File: src/rtl/lhfe_pkg.sv
// Shared constants, widths and the fade duration table of the LED hold-and-fade engine.
`default_nettype none

package lhfe_pkg;

  // Number of LEDs with a stored start time
  localparam int unsigned LED_COUNT = 64;
  localparam int unsigned LedAw     = (LED_COUNT > 1) ? $clog2(LED_COUNT) : 1;

  // Field widths
  localparam int unsigned ModeW  = 1;
  localparam int unsigned IdxW   = 8;
  localparam int unsigned TimeW  = 32;
  localparam int unsigned ColW   = 8;
  localparam int unsigned SpeedW = 2;
  localparam int unsigned HoldW  = 16;
  localparam int unsigned CfgW   = 16;
  localparam int unsigned CfgIdxW = 1;

  // Fade durations reach 1400 ms: 11 bits
  localparam int unsigned FadeW = 11;
  localparam int unsigned LimW  = HoldW + 1;
  // Blend numerator: colour times duration
  localparam int unsigned AccW  = ColW + FadeW;
  localparam int unsigned CntW  = $clog2(TimeW);
  localparam int unsigned Lanes = 3;

  // Item modes
  localparam logic [ModeW-1:0] MODE_TRIGGER = 1'b0;
  localparam logic [ModeW-1:0] MODE_QUERY   = 1'b1;

  // Register indexes
  localparam logic [CfgIdxW-1:0] CFG_FADE_SPEED = 1'b0;
  localparam logic [CfgIdxW-1:0] CFG_HOLD_TIME  = 1'b1;

  // Register reset values
  localparam logic [SpeedW-1:0] FADE_SPEED_RST = '0;
  localparam logic [HoldW-1:0]  HOLD_TIME_RST  = 16'd100;

  // Fade duration in ms for each speed setting
  function automatic logic [FadeW-1:0] fade_len(input logic [SpeedW-1:0] speed);
    logic [FadeW-1:0] len;
    case (speed)
      2'd0:    len = 11'd1400;
      2'd1:    len = 11'd1100;
      2'd2:    len = 11'd850;
      default: len = 11'd600;
    endcase
    return len;
  endfunction

endpackage

`default_nettype wire

File: src/rtl/lhfe_ram.sv
// Generic single-port RAM with registered read data.
`default_nettype none

module lhfe_ram #(
  parameter int unsigned Width = 32,
  parameter int unsigned Depth = 64
) (
  input  wire logic                                      clk_i,
  input  wire logic                                      we_i,
  input  wire logic [((Depth > 1) ? $clog2(Depth) : 1)-1:0] addr_i,
  input  wire logic [Width-1:0]                          wdata_i,
  output logic      [Width-1:0]                          rdata_o
);

  logic [Width-1:0] mem_q [Depth];

  // One read per cycle, plus a write to the same address when we_i is set
  always_ff @(posedge clk_i) begin
    if (we_i) begin
      mem_q[addr_i] <= wdata_i;
    end
    rdata_o <= mem_q[addr_i];
  end

endmodule

`default_nettype wire

File: src/rtl/led_hold_and_fade_engine_core.sv
// Top level of the LED hold-and-fade engine: stamp store, bit-serial age unit, serial blend.
// Flow: a trigger, an out-of-range index or an inactive LED goes from idle to done, then to
//   the output register; an active LED goes through the stamp read, the serial age bits,
//   the decision, the multiply and divide steps (blend only), done and the output register.
// One item at a time: a new item is taken only once the last result has entered the output
//   register; the 32-bit serial age unit and the serial multiply/divide lanes set the pace.
// Reset clears all active flags and out_valid and sets the registers (speed 0, hold 100).
`default_nettype none

module led_hold_and_fade_engine_core (
  input  wire logic                        clk_i,
  input  wire logic                        rst_ni,
  // configuration
  input  wire logic                        cfg_we_i,
  input  wire logic [lhfe_pkg::CfgIdxW-1:0] cfg_idx_i,
  input  wire logic [lhfe_pkg::CfgW-1:0]   cfg_data_i,
  // input channel
  input  wire logic                        in_valid_i,
  output logic                             in_stall_o,
  input  wire logic [lhfe_pkg::ModeW-1:0]  mode_i,
  input  wire logic [lhfe_pkg::IdxW-1:0]   led_index_i,
  input  wire logic [lhfe_pkg::TimeW-1:0]  now_time_i,
  input  wire logic [lhfe_pkg::ColW-1:0]   base_red_i,
  input  wire logic [lhfe_pkg::ColW-1:0]   base_green_i,
  input  wire logic [lhfe_pkg::ColW-1:0]   base_blue_i,
  input  wire logic [lhfe_pkg::ColW-1:0]   opp_red_i,
  input  wire logic [lhfe_pkg::ColW-1:0]   opp_green_i,
  input  wire logic [lhfe_pkg::ColW-1:0]   opp_blue_i,
  // output channel
  output logic                             out_valid_o,
  input  wire logic                        out_stall_i,
  output logic                             accepted_o,
  output logic                             running_o,
  output logic      [lhfe_pkg::ColW-1:0]   out_red_o,
  output logic      [lhfe_pkg::ColW-1:0]   out_green_o,
  output logic      [lhfe_pkg::ColW-1:0]   out_blue_o
);

  import lhfe_pkg::*;

  typedef enum logic [6:0] {
    ST_IDLE = 7'b0000001,
    ST_RD   = 7'b0000010,
    ST_AGE  = 7'b0000100,
    ST_PREP = 7'b0001000,
    ST_MUL  = 7'b0010000,
    ST_DIV  = 7'b0100000,
    ST_DONE = 7'b1000000
  } state_e;

  state_e state_q, state_d;

  // configuration registers
  logic [SpeedW-1:0] speed_q;
  logic [HoldW-1:0]  hold_q;

  // per-LED state
  logic [LED_COUNT-1:0] active_q;
  logic [TimeW-1:0]     ram_rdata;

  // item registers
  logic [CntW-1:0]             cnt_q;
  logic [TimeW-1:0]            now_sh_q;
  logic [TimeW-1:0]            stamp_sh_q;
  logic [HoldW-1:0]            hold_sh_q;
  logic [LimW-1:0]             lim_sh_q;
  logic [FadeW-1:0]            fade_q;
  logic [FadeW-1:0]            e_q;
  logic [FadeW-1:0]            dme_q;
  logic                        ba_q, bb_q, bc_q, nz_q;
  logic [Lanes-1:0][ColW-1:0]  base_q, opp_q;
  logic [Lanes-1:0][AccW-1:0]  acc_q;

  // pending result
  logic                        res_acc_q, res_run_q;
  logic [Lanes-1:0][ColW-1:0]  res_col_q;

  // output register
  logic                        out_valid_q;
  logic                        out_acc_q, out_run_q;
  logic [Lanes-1:0][ColW-1:0]  out_col_q;

  logic                        in_xfer, out_free, idx_ok;
  logic [LedAw-1:0]            addr;
  logic                        ram_we;

  assign in_xfer  = in_valid_i && (state_q == ST_IDLE);
  assign out_free = !out_valid_q || !out_stall_i;
  assign idx_ok   = ({1'b0, led_index_i} < (IdxW + 1)'(LED_COUNT));
  assign addr     = led_index_i[LedAw-1:0];
  assign ram_we   = in_xfer && (mode_i == MODE_TRIGGER) && idx_ok;

  // start time store
  lhfe_ram #(
    .Width (TimeW),
    .Depth (LED_COUNT)
  ) u_stamp_ram (
    .clk_i   (clk_i),
    .we_i    (ram_we),
    .addr_i  (addr),
    .wdata_i (now_time_i),
    .rdata_o (ram_rdata)
  );

  // configuration writes
  always_ff @(posedge clk_i or negedge rst_ni) begin
    if (!rst_ni) begin
      speed_q <= FADE_SPEED_RST;
      hold_q  <= HOLD_TIME_RST;
    end else if (cfg_we_i) begin
      unique case (cfg_idx_i)
        CFG_FADE_SPEED: speed_q <= cfg_data_i[SpeedW-1:0];
        CFG_HOLD_TIME:  hold_q  <= cfg_data_i[HoldW-1:0];
        default: ;
      endcase
    end
  end

  // active flags: set by a trigger, cleared only by reset
  always_ff @(posedge clk_i or negedge rst_ni) begin
    if (!rst_ni) begin
      active_q <= '0;
    end else if (ram_we) begin
      active_q[addr] <= 1'b1;
    end
  end

  // serial age unit: age = now - stamp, e = age - hold, age - (hold + fade)
  logic n_bit, s_bit, a_bit, b_bit, h_bit, l_bit;
  logic ba_d, bb_d, bc_d;

  assign n_bit = now_sh_q[0];
  assign s_bit = stamp_sh_q[0];
  assign h_bit = hold_sh_q[0];
  assign l_bit = lim_sh_q[0];
  assign a_bit = n_bit ^ s_bit ^ ba_q;
  assign ba_d  = (~n_bit & s_bit) | (~(n_bit ^ s_bit) & ba_q);
  assign b_bit = a_bit ^ h_bit ^ bb_q;
  assign bb_d  = (~a_bit & h_bit) | (~(a_bit ^ h_bit) & bb_q);
  assign bc_d  = (~a_bit & l_bit) | (~(a_bit ^ l_bit) & bc_q);

  // age at most hold when e borrowed or came out zero
  logic le_hold;
  assign le_hold = bb_q | ~nz_q;

  // multiply and divide steps, one per lane
  logic [Lanes-1:0][AccW-1:0] acc_mul, acc_div;

  always_comb begin
    for (int i = 0; i < Lanes; i++) begin
      acc_mul[i] = {acc_q[i][AccW-2:0], 1'b0}
                 + (dme_q[FadeW-1] ? AccW'(opp_q[i]) : '0)
                 + (e_q[FadeW-1] ? AccW'(base_q[i]) : '0);
    end
  end

  always_comb begin
    logic [FadeW:0] t, r;
    logic           ge;
    for (int i = 0; i < Lanes; i++) begin
      t          = {acc_q[i][AccW-1:ColW], acc_q[i][ColW-1]};
      ge         = (t >= {1'b0, fade_q});
      r          = ge ? (t - {1'b0, fade_q}) : t;
      acc_div[i] = {r[FadeW-1:0], acc_q[i][ColW-2:0], ge};
    end
  end

  // sequencer
  always_comb begin
    state_d = state_q;
    unique case (state_q)
      ST_IDLE: begin
        if (in_valid_i) begin
          if (mode_i == MODE_QUERY && idx_ok && active_q[addr]) begin
            state_d = ST_RD;
          end else begin
            state_d = ST_DONE;
          end
        end
      end
      ST_RD:   state_d = ST_AGE;
      ST_AGE:  if (cnt_q == CntW'(TimeW - 1)) state_d = ST_PREP;
      ST_PREP: state_d = (!le_hold && bc_q) ? ST_MUL : ST_DONE;
      ST_MUL:  if (cnt_q == CntW'(FadeW - 1)) state_d = ST_DIV;
      ST_DIV:  if (cnt_q == CntW'(ColW - 1)) state_d = ST_DONE;
      ST_DONE: if (out_free) state_d = ST_IDLE;
      default: state_d = ST_IDLE;
    endcase
  end

  always_ff @(posedge clk_i or negedge rst_ni) begin
    if (!rst_ni) begin
      state_q <= ST_IDLE;
    end else begin
      state_q <= state_d;
    end
  end

  // datapath
  always_ff @(posedge clk_i) begin
    unique case (state_q)
      ST_IDLE: begin
        if (in_valid_i) begin
          now_sh_q  <= now_time_i;
          hold_sh_q <= hold_q;
          lim_sh_q  <= LimW'(hold_q) + LimW'(fade_len(speed_q));
          fade_q    <= fade_len(speed_q);
          base_q    <= {base_blue_i, base_green_i, base_red_i};
          opp_q     <= {opp_blue_i, opp_green_i, opp_red_i};
          res_acc_q <= idx_ok;
          res_run_q <= 1'b0;
          if (mode_i == MODE_TRIGGER) begin
            res_col_q <= '0;
          end else begin
            res_col_q <= {base_blue_i, base_green_i, base_red_i};
          end
        end
      end
      ST_RD: begin
        stamp_sh_q <= ram_rdata;
        cnt_q      <= '0;
        ba_q       <= 1'b0;
        bb_q       <= 1'b0;
        bc_q       <= 1'b0;
        nz_q       <= 1'b0;
      end
      ST_AGE: begin
        now_sh_q   <= now_sh_q >> 1;
        stamp_sh_q <= stamp_sh_q >> 1;
        hold_sh_q  <= hold_sh_q >> 1;
        lim_sh_q   <= lim_sh_q >> 1;
        ba_q       <= ba_d;
        bb_q       <= bb_d;
        bc_q       <= bc_d;
        nz_q       <= nz_q | b_bit;
        // low bits of e, LSB first
        if (cnt_q < CntW'(FadeW)) begin
          e_q <= {b_bit, e_q[FadeW-1:1]};
        end
        cnt_q <= cnt_q + 1'b1;
      end
      ST_PREP: begin
        res_run_q <= bc_q;
        dme_q     <= fade_q - e_q;
        acc_q     <= '0;
        cnt_q     <= '0;
        if (le_hold) begin
          res_col_q <= opp_q;
        end
      end
      ST_MUL: begin
        acc_q <= acc_mul;
        dme_q <= dme_q << 1;
        e_q   <= e_q << 1;
        if (cnt_q == CntW'(FadeW - 1)) begin
          cnt_q <= '0;
        end else begin
          cnt_q <= cnt_q + 1'b1;
        end
      end
      ST_DIV: begin
        acc_q <= acc_div;
        cnt_q <= cnt_q + 1'b1;
        if (cnt_q == CntW'(ColW - 1)) begin
          for (int i = 0; i < Lanes; i++) begin
            res_col_q[i] <= acc_div[i][ColW-1:0];
          end
        end
      end
      ST_DONE: ;
      default: ;
    endcase
  end

  // output register
  always_ff @(posedge clk_i or negedge rst_ni) begin
    if (!rst_ni) begin
      out_valid_q <= 1'b0;
    end else if (state_q == ST_DONE && out_free) begin
      out_valid_q <= 1'b1;
    end else if (!out_stall_i) begin
      out_valid_q <= 1'b0;
    end
  end

  always_ff @(posedge clk_i) begin
    if (state_q == ST_DONE && out_free) begin
      out_acc_q <= res_acc_q;
      out_run_q <= res_run_q;
      out_col_q <= res_col_q;
    end
  end

  assign in_stall_o  = (state_q != ST_IDLE);
  assign out_valid_o = out_valid_q;
  assign accepted_o  = out_acc_q;
  assign running_o   = out_run_q;
  assign out_red_o   = out_col_q[0];
  assign out_green_o = out_col_q[1];
  assign out_blue_o  = out_col_q[2];

  // checks
  a_busy_after_xfer: assert property (@(posedge clk_i) disable iff (!rst_ni)
    in_xfer |=> (state_q != ST_IDLE))
    else $error("engine idle after an input transfer");

  a_result_from_done: assert property (@(posedge clk_i) disable iff (!rst_ni)
    $rose(out_valid_q) |-> $past(state_q == ST_DONE))
    else $error("result raised outside the done state");

  a_flags_stick: assert property (@(posedge clk_i) disable iff (!rst_ni)
    (($past(active_q) & ~active_q) == '0))
    else $error("active flag cleared outside reset");

  a_running_needs_index: assert property (@(posedge clk_i) disable iff (!rst_ni)
    out_valid_q |-> (!out_run_q || out_acc_q))
    else $error("running reported for a rejected index");

endmodule

`default_nettype wire

File: config.mk
export PLATFORM = sky130hd
export DESIGN_NAME = led_hold_and_fade_engine_core
export DESIGN_NICKNAME = d
export VERILOG_FILES = /design/src/rtl/lhfe_pkg.sv /design/src/rtl/lhfe_ram.sv /design/src/rtl/led_hold_and_fade_engine_core.sv
export SDC_FILE = /design/constraint.sdc
export NUM_CORES = 2
export LEC_CHECK = 0
export ABC_AREA = 1
export CAP_MARGIN = 20
export CORE_ASPECT_RATIO = 1.1
export CORE_MARGIN = 2
export CORE_UTILIZATION = 51
export DETAILED_ROUTE_END_ITERATION = 6
export DONT_BUFFER_PORTS = 1
export PLACE_DENSITY_LB_ADDON = 0.12
export SYNTH_ARGS = -nofsm -noshare
export SYNTH_HDL_FRONTEND = slang
export SYNTH_SLANG_ARGS = --single-unit
File: constraint.sdc
create_clock -name clk_i -period 8.6 [get_ports clk_i]
set_clock_uncertainty 0.1 [all_clocks]
set_input_delay 0.43 -clock clk_i [delete_from_list [all_inputs] [get_ports clk_i]]
set_output_delay 0.43 -clock clk_i [all_outputs]
set_load 0.01 [all_outputs]
Word-level counts from Yosys, hierarchy flattened
Memory sizes are Yosys's and may differ from the RTL's. A register that Yosys moved wholly into a read port is not among the register bits.
Index checks and enable logic that the tools add are counted.
{"block": "word_totals", "reg_bits": 386, "mem_bits_rw": 2048, "wordCells": 185, "memories": 1}
{"block": "classes", "n_addsub": 12, "magnitude_cmp": 7, "n_eq_ne": 21, "mux": 52, "n_bitwise": 25, "n_reduce_logical": 31}
{"name": "u_stamp_ram.mem_q", "depth": 64, "width": 32, "read_ports": 1, "rd_ports_with_merged_regs": 1, "write_ports": 1, "line": "lhfe_ram.sv:15", "rtl": "logic [Width-1:0] mem_q [Depth];"}
{"cell": "57-bit case mux with 3 select lines", "n": 1}
{"cell": "32-bit case mux with 2 select lines", "n": 2}
{"cell": "19-bit by 8-bit adder with 19-bit output", "n": 6}
{"cell": "24-bit two-way mux", "n": 4}
{"cell": "24-bit case mux with 3 select lines", "n": 1}
{"cell": "11-bit two-way mux", "n": 6}
{"cell": "64-bit bitwise OR", "n": 1}
{"cell": "7-bit two-way mux", "n": 7}
{"cell": "7-bit case mux with 7 select lines", "n": 1}
{"cell": "8-bit two-way mux", "n": 6}
{"cell": "11-bit case mux with 2 select lines", "n": 2}
{"cell": "11-bit subtractor", "n": 4}
{"cell": "12-bit by 11-bit greater-or-equal comparator with 1-bit output", "n": 3}
{"cell": "17-bit case mux with 2 select lines", "n": 1}
{"cell": "11-bit case mux with 3 select lines", "n": 1}
{"cell": "32-bit two-way mux", "n": 1}
{"cell": "16-bit case mux with 2 select lines", "n": 1}
{"cell": "16-bit by 11-bit adder with 17-bit output", "n": 1}
{"cell": "17-bit two-way mux", "n": 1}
{"cell": "16-bit two-way mux", "n": 1}
{"cell": "5-bit case mux with 3 select lines", "n": 1}
{"cell": "2-bit inequality test (second input constant)", "n": 7}
{"cell": "2-bit AND reduction", "n": 6}
{"cell": "1-bit case mux with 2 select lines", "n": 5}
{"cell": "other kinds (36)", "n": 78}

Logic depth before layout (Yosys ltp)
{"block": "logic_depth", "depth_word": 7, "ltp_mapped": 19, "depth_no_buf": 17}

Hierarchy
Synthesis repeated with hierarchy kept, for this count alone.
{"block": "hier_totals", "hier_cells": 10658, "area_unflattened_um2": 106756.1}
{"module": "lhfe_ram", "instances": 1, "cells_per_inst": 8440, "area_each_um2": 86503.0, "seq_area_each_um2": 62139.6}
{"module": "led_hold_and_fade_engine_core", "instances": 1, "cells_per_inst": 2218, "area_each_um2": 20253.2, "seq_area_each_um2": 11055.6}

Least setup slack after synthesis
No wires, ideal clock.
{"block": "synth_timing", "kind": "flip-flop to flip-flop", "startpoint": "register e_q[10]", "endpoint": "register acc_q[53] (netlist bit), data pin", "setup_ps": 256, "t_arrival_ps": 3117, "required_time_ps": 8244, "path_slack_ps": 5127, "path_stages_with_launch": 19, "n_path_buf": 2, "path_cell_list": "edfxtp_1 -> clkbuf_1 -> clkbuf_1 -> nand2_1 -> inv_1 -> fa_1 -> ha_1 -> inv_1 -> fa_1 -> nor2_1 -> nor2_1 -> nor2_1 -> nor2_1 -> o21ai_0 -> nand3_1 -> nor2_1 -> nand3_1 -> nand3_1 -> nand2_1"}
{"block": "synth_via", "elab_chain_len": 3}
{"element": "start, declared", "line": "led_hold_and_fade_engine_core.sv:68", "rtl": "logic [FadeW-1:0] e_q;"}
{"element": "start signal, assigned", "line": "led_hold_and_fade_engine_core.sv:238", "rtl": "e_q <= {b_bit, e_q[FadeW-1:1]};"}
{"element": "start signal, assigned", "line": "led_hold_and_fade_engine_core.sv:254", "rtl": "e_q <= e_q << 1;"}
{"element": "8-bit two-way mux", "line": "led_hold_and_fade_engine_core.sv:153", "rtl": "+ (e_q[FadeW-1] ? AccW'(base_q[i]) : '0);"}
{"element": "19-bit by 8-bit adder with 19-bit output", "line": "led_hold_and_fade_engine_core.sv:153"}
{"element": "57-bit case mux with 3 select lines", "line": "led_hold_and_fade_engine_core.sv:201", "rtl": "unique case (state_q)"}
{"element": "end signal, assigned", "line": "led_hold_and_fade_engine_core.sv:252", "rtl": "acc_q <= acc_mul;"}
{"element": "end signal, assigned", "line": "led_hold_and_fade_engine_core.sv:262", "rtl": "acc_q <= acc_div;"}
{"element": "end, declared", "line": "led_hold_and_fade_engine_core.sv:72", "rtl": "logic [Lanes-1:0][AccW-1:0] acc_q;"}
Every way passes these cells.
A chain may end at the register's enable or synchronous reset.

Worst setup path after layout
{"block": "layout_timing", "startpoint": "register state_q[0]", "endpoint": "memory u_stamp_ram.mem_q[33][25] (enable)"}
{"block": "layout_via", "elab_chain_len": 6}
{"element": "start, declared", "line": "led_hold_and_fade_engine_core.sv:51", "rtl": "state_e state_q, state_d;"}
{"element": "start signal, assigned", "line": "led_hold_and_fade_engine_core.sv:195", "rtl": "state_q <= state_d;"}
{"element": "7-bit by 1-bit equality test with 1-bit output", "line": "led_hold_and_fade_engine_core.sv:87", "rtl": "assign in_xfer = in_valid_i && (state_q == ST_IDLE);"}
{"element": "1-bit logical AND", "line": "led_hold_and_fade_engine_core.sv:87"}
{"element": "1-bit logical AND (2 in a row)", "line": "led_hold_and_fade_engine_core.sv:91", "rtl": "assign ram_we = in_xfer && (mode_i == MODE_TRIGGER) && idx_ok;"}
{"element": "1-bit two-way mux", "line": "lhfe_ram.sv:19", "rtl": "if (we_i) begin"}
{"element": "1-bit two-way mux (not written as such)", "line": "lhfe_ram.sv:20", "rtl": "mem_q[addr_i] <= wdata_i;"}
{"element": "end, declared", "line": "lhfe_ram.sv:15"}
Every way passes these cells.

==> key figures <==
Setup path
  • Setup CP Type: register to register
  • Critical Path RT: between 9 and 10 ns
  • RR Startpoint: state_q[0]$_DFFE_PN1P_
  • Crit-path max FO: 18
  • Slowest library cell on the worst path: nor2_4
  • Crit end category: register
  • CP cell instances: inv_1, nor4_4, nand2_2, nor3_4, nand2_1, nor2_4, buf_4
  • Worst path bufs/invs: 2
  • Critical path launch point: state_q[0]$_DFFE_PN1P_
  • Slowest Stage Delay on Critical Path: slightly below 0.8 ns
  • Critical Path Source Type: register
  • WP data arrival: 4.62 ns
  • Delay-heaviest family, CP: simple AND/OR/NAND/NOR gates

Clock network
  • Deepest clock path buffer count: 3
  • Hold_buf cts: 143
  • Clock sinks: roughly 2500
  • CTS tree: yes
  • Clock-pin slew on the worst setup and hold paths: roughly 0.07 ns
  • CTS resizes: 0
  • Cts bufs inserted: between 200 and 250
  • Root Driver: clkbuf_16
  • Post-CTS Setup Bufs: 0
  • Clk_lat worst skew: 0.91 ns
  • H-tree levels: 4

Placement
  • DP Worst Slack: 4.346 ns
  • PortBufs: 0
  • Post-DP HPWL: about 170000 um
  • Final Wtd Congestion: around 0.90

Yosys
  • Sequential element share of the synthesized area: about 75%
  • Synth warnings: 0
  • Number of synthesized flops with an enable pin: around 2300
  • Post-Syn Area per Cell: 13.15 um^2
  • Yosys top cell area share: between 70% and 80%
  • Post-synthesis cell area: 96970 um^2
  • Unique masters post-synth: a little over 50
  • Cell taking the most area after synthesis: edfxtp_1
  • Post-synth top flop: edfxtp_1
  • Synth top area cells: edfxtp_1 (72%), nand2_1 (9.0%), dfrtp_1 (2.2%)
  • Synthesized Nets: between 7000 and 8000
  • Share of synthesized flip-flops with an asynchronous set or reset: under 10%
  • Post-Syn Instances: 7373
  • Flops & latches, synth: 2463

Finish
  • Layout Nets: ~7800
  • # fillers: ~15000
  • Final Util: about three fifths
  • Fraction of layout cells with a size suffix above 1: 9.188%
  • Most frequent cells in the layout: edfxtp_1 (2341), nand2_1 (2332), inv_1 (385)
  • Most common cell after layout, fill and taps aside: edfxtp_1
  • Area Growth Syn to Fin: 14.03%

Timing
  • Hold Vio Cnt, Final: 0
  • F_max: roughly 0.24 GHz
  • Relative slew margins: between 20% and 30%
  • Fin crit period: ~4.2 ns
  • Setup ws final: about 4.4 ns
  • Sum Neg Setup Slack: 0 ns
  • RSZ-0062 raised after global routing: false
  • Final period util: approximately half
  • Slew of the pin with the lowest slew margin: around 1.2 ns
  • Fin. max-slew vios: 0
  • Final setup fails: 0

Global route
  • GRT Overall Usage: 31.44%
  • First-pass GRT wire length: roughly 430000 um
  • Grt total ovfl: 0
  • Initial antenna violation count: 17
  • Vias in the first global route: roughly 60000
  • Largest net degree at the start of global routing: about 120

Route
  • Routed wire length per instance: a little under 30 um
  • Post-Route WL: between 300000 and 400000 um
  • Vias post-DR: slightly above 60000
  • DRC: 4
  • Routed Antenna Nets: 0
  • Vias per Instance: a little over 6
  • Pre-Repair DR Iteration Count: 7
  • DR iter-0 viols: between 8000 and 9000

Floorplanning
  • I/O Pins: roughly 140
  • Num rows: ~170
  • Core ar.: ~190000 um^2
  • DIE AREA: approximately 190000 um^2
  • Initial core utilization: between 50 and 60%
  • Die height: about 460 um
  • Die width: about 420 um

Power and ir drop
  • Power Total: approximately 26 mW
  • Power Dens Cells: roughly 240 nW/um^2
  • Leak pwr: 39.94 nW
  • Worst IR drop on VDD: about 0.25 mV

Job
  • Max-Cap Viols: 0

Hold path
  • Worst min-delay path class: input pin to register
  • Min-delay src: mode_i

Outcome
  • Failing checks: DRC
  • Status: finished with violations
## final cells by class
cell class	count	area, um^2	area share (%)
clock buffer	304	6352	5.745
multi-input combinational	4183	21450	19.40
inverter	398	1533	1.386
tap	2535	3172	2.868
timing repair buffer	280	3167	2.864
clock inverter	143	1703	1.540
sequential	2463	73200	66.19
antenna	3	7.507	0.006789
## power by group
group | internal [mW] | leakage [nW] | switching, mW
Clock | 6.14 | 3.93 | 4.63
Combinational | 0.480 | 13.5 | 1.24
Sequential | 13.5 | 22.5 | 0.148
## synth_stat cells, types with 4 or more instances
| master | number |
|---|---|
| a211oi_1 | 9 |
| a21o_1 | 7 |
| a21oi_1 | 138 |
| a221oi_1 | 159 |
| a22o_1 | 53 |
| a22oi_1 | 178 |
| a31oi_1 | 5 |
| and3_1 | 11 |
| buf_1 | 33 |
| buf_2 | 141 |
| buf_4 | 5 |
| clkbuf_1 | 148 |
| dfrtp_1 | 86 |
| dfstp_2 | 4 |
| dfxtp_1 | 32 |
| edfxtp_1 | 2341 |
| fa_1 | 31 |
| ha_1 | 70 |
| inv_1 | 389 |
| inv_2 | 7 |
| mux2_2 | 6 |
| nand2_1 | 2335 |
| nand3_1 | 168 |
| nand3b_1 | 5 |
| nand4_1 | 188 |
| nor2_1 | 290 |
| nor3_1 | 29 |
| nor3_2 | 4 |
| o2111ai_1 | 40 |
| o211ai_1 | 47 |
| o21ai_0 | 272 |
| o21ai_1 | 5 |
| o22ai_1 | 11 |
| o31ai_1 | 13 |
| or2_2 | 57 |
| xnor2_1 | 11 |
| xor2_1 | 20 |
## final timing paths
kind	to	slack [ns]	depth (start not counted)
max in group asynchronous	active_q[58]$_DFFE_PN0P_	7.77	2
worst min register to register	out_green_o[2]$_DFFE_PP_	0.32	0
min in group asynchronous	state_q[3]$_DFFE_PN0P_	0.12	2
worst max-delay path	u_stamp_ram.mem_q[33][25]$_DFFE_PP_	4.42	7
worst min-delay path	active_q[18]$_DFFE_PN0P_	0.05	4
worst max register to register	u_stamp_ram.mem_q[33][25]$_DFFE_PP_	4.42	7
## layer usage
metal	global-route usage (%)	up-vias	share of wire (%)
met5	0	-	0.019
met4	14.38	8	5.0
met3	4.765	629	8.8
met2	51.43	3260	48
met1	41.69	31520	39
li1	-	26850	-
## logic make-up (layout without fill, tap and decap cells)
group / count (synthesis) / in the layout / synth area share (%)
xor gates and xnor gates: 31 / 31 / 0.2800
DFF: 2463 / 2463 / 75.48
muxes: 6 / 6 / 0.06967
adders and majority gates: 101 / 101 / 1.543
AOI/OAI and AO/OA: 947 / 947 / 6.572
other: 0 / 3 / 0
buffers and inverters: 727 / 1125 / 3.031
and+or+nand+nor: 3098 / 3098 / 13.02
## sequential cells by signal, indices dropped and copies added, names as in the netlist, 16 cells and up
register,cells
hold_q,16
stamp_sh_q,32
res_col_q,24
u_stamp_ram.rdata_o,32
acc_q,36
acc_div,21
lim_sh_q,17
u_stamp_ram.mem_q,2048
active_q,64
opp_q,24
base_q,24
hold_sh_q,16
now_sh_q,32
## per-stage QoR
step	cell area (um^2)	hold slack, ns	instances
floorplan	96970	0.03441	7373
global placement	100500	0.04303	9714
detailed placement	100500	0.04369	9716
CTS	110600	0.003537	10310
global route	110600	0.03510	10310
finish	110600	0.04602	10310
## worst min-delay path, stage by stage
cell	delay, ns
nor3_4	0.08
nand2_1	0.08
buf_4	0.29
o21ai_0	0.11
Note: power is estimated with default switching activity, not from simulation.
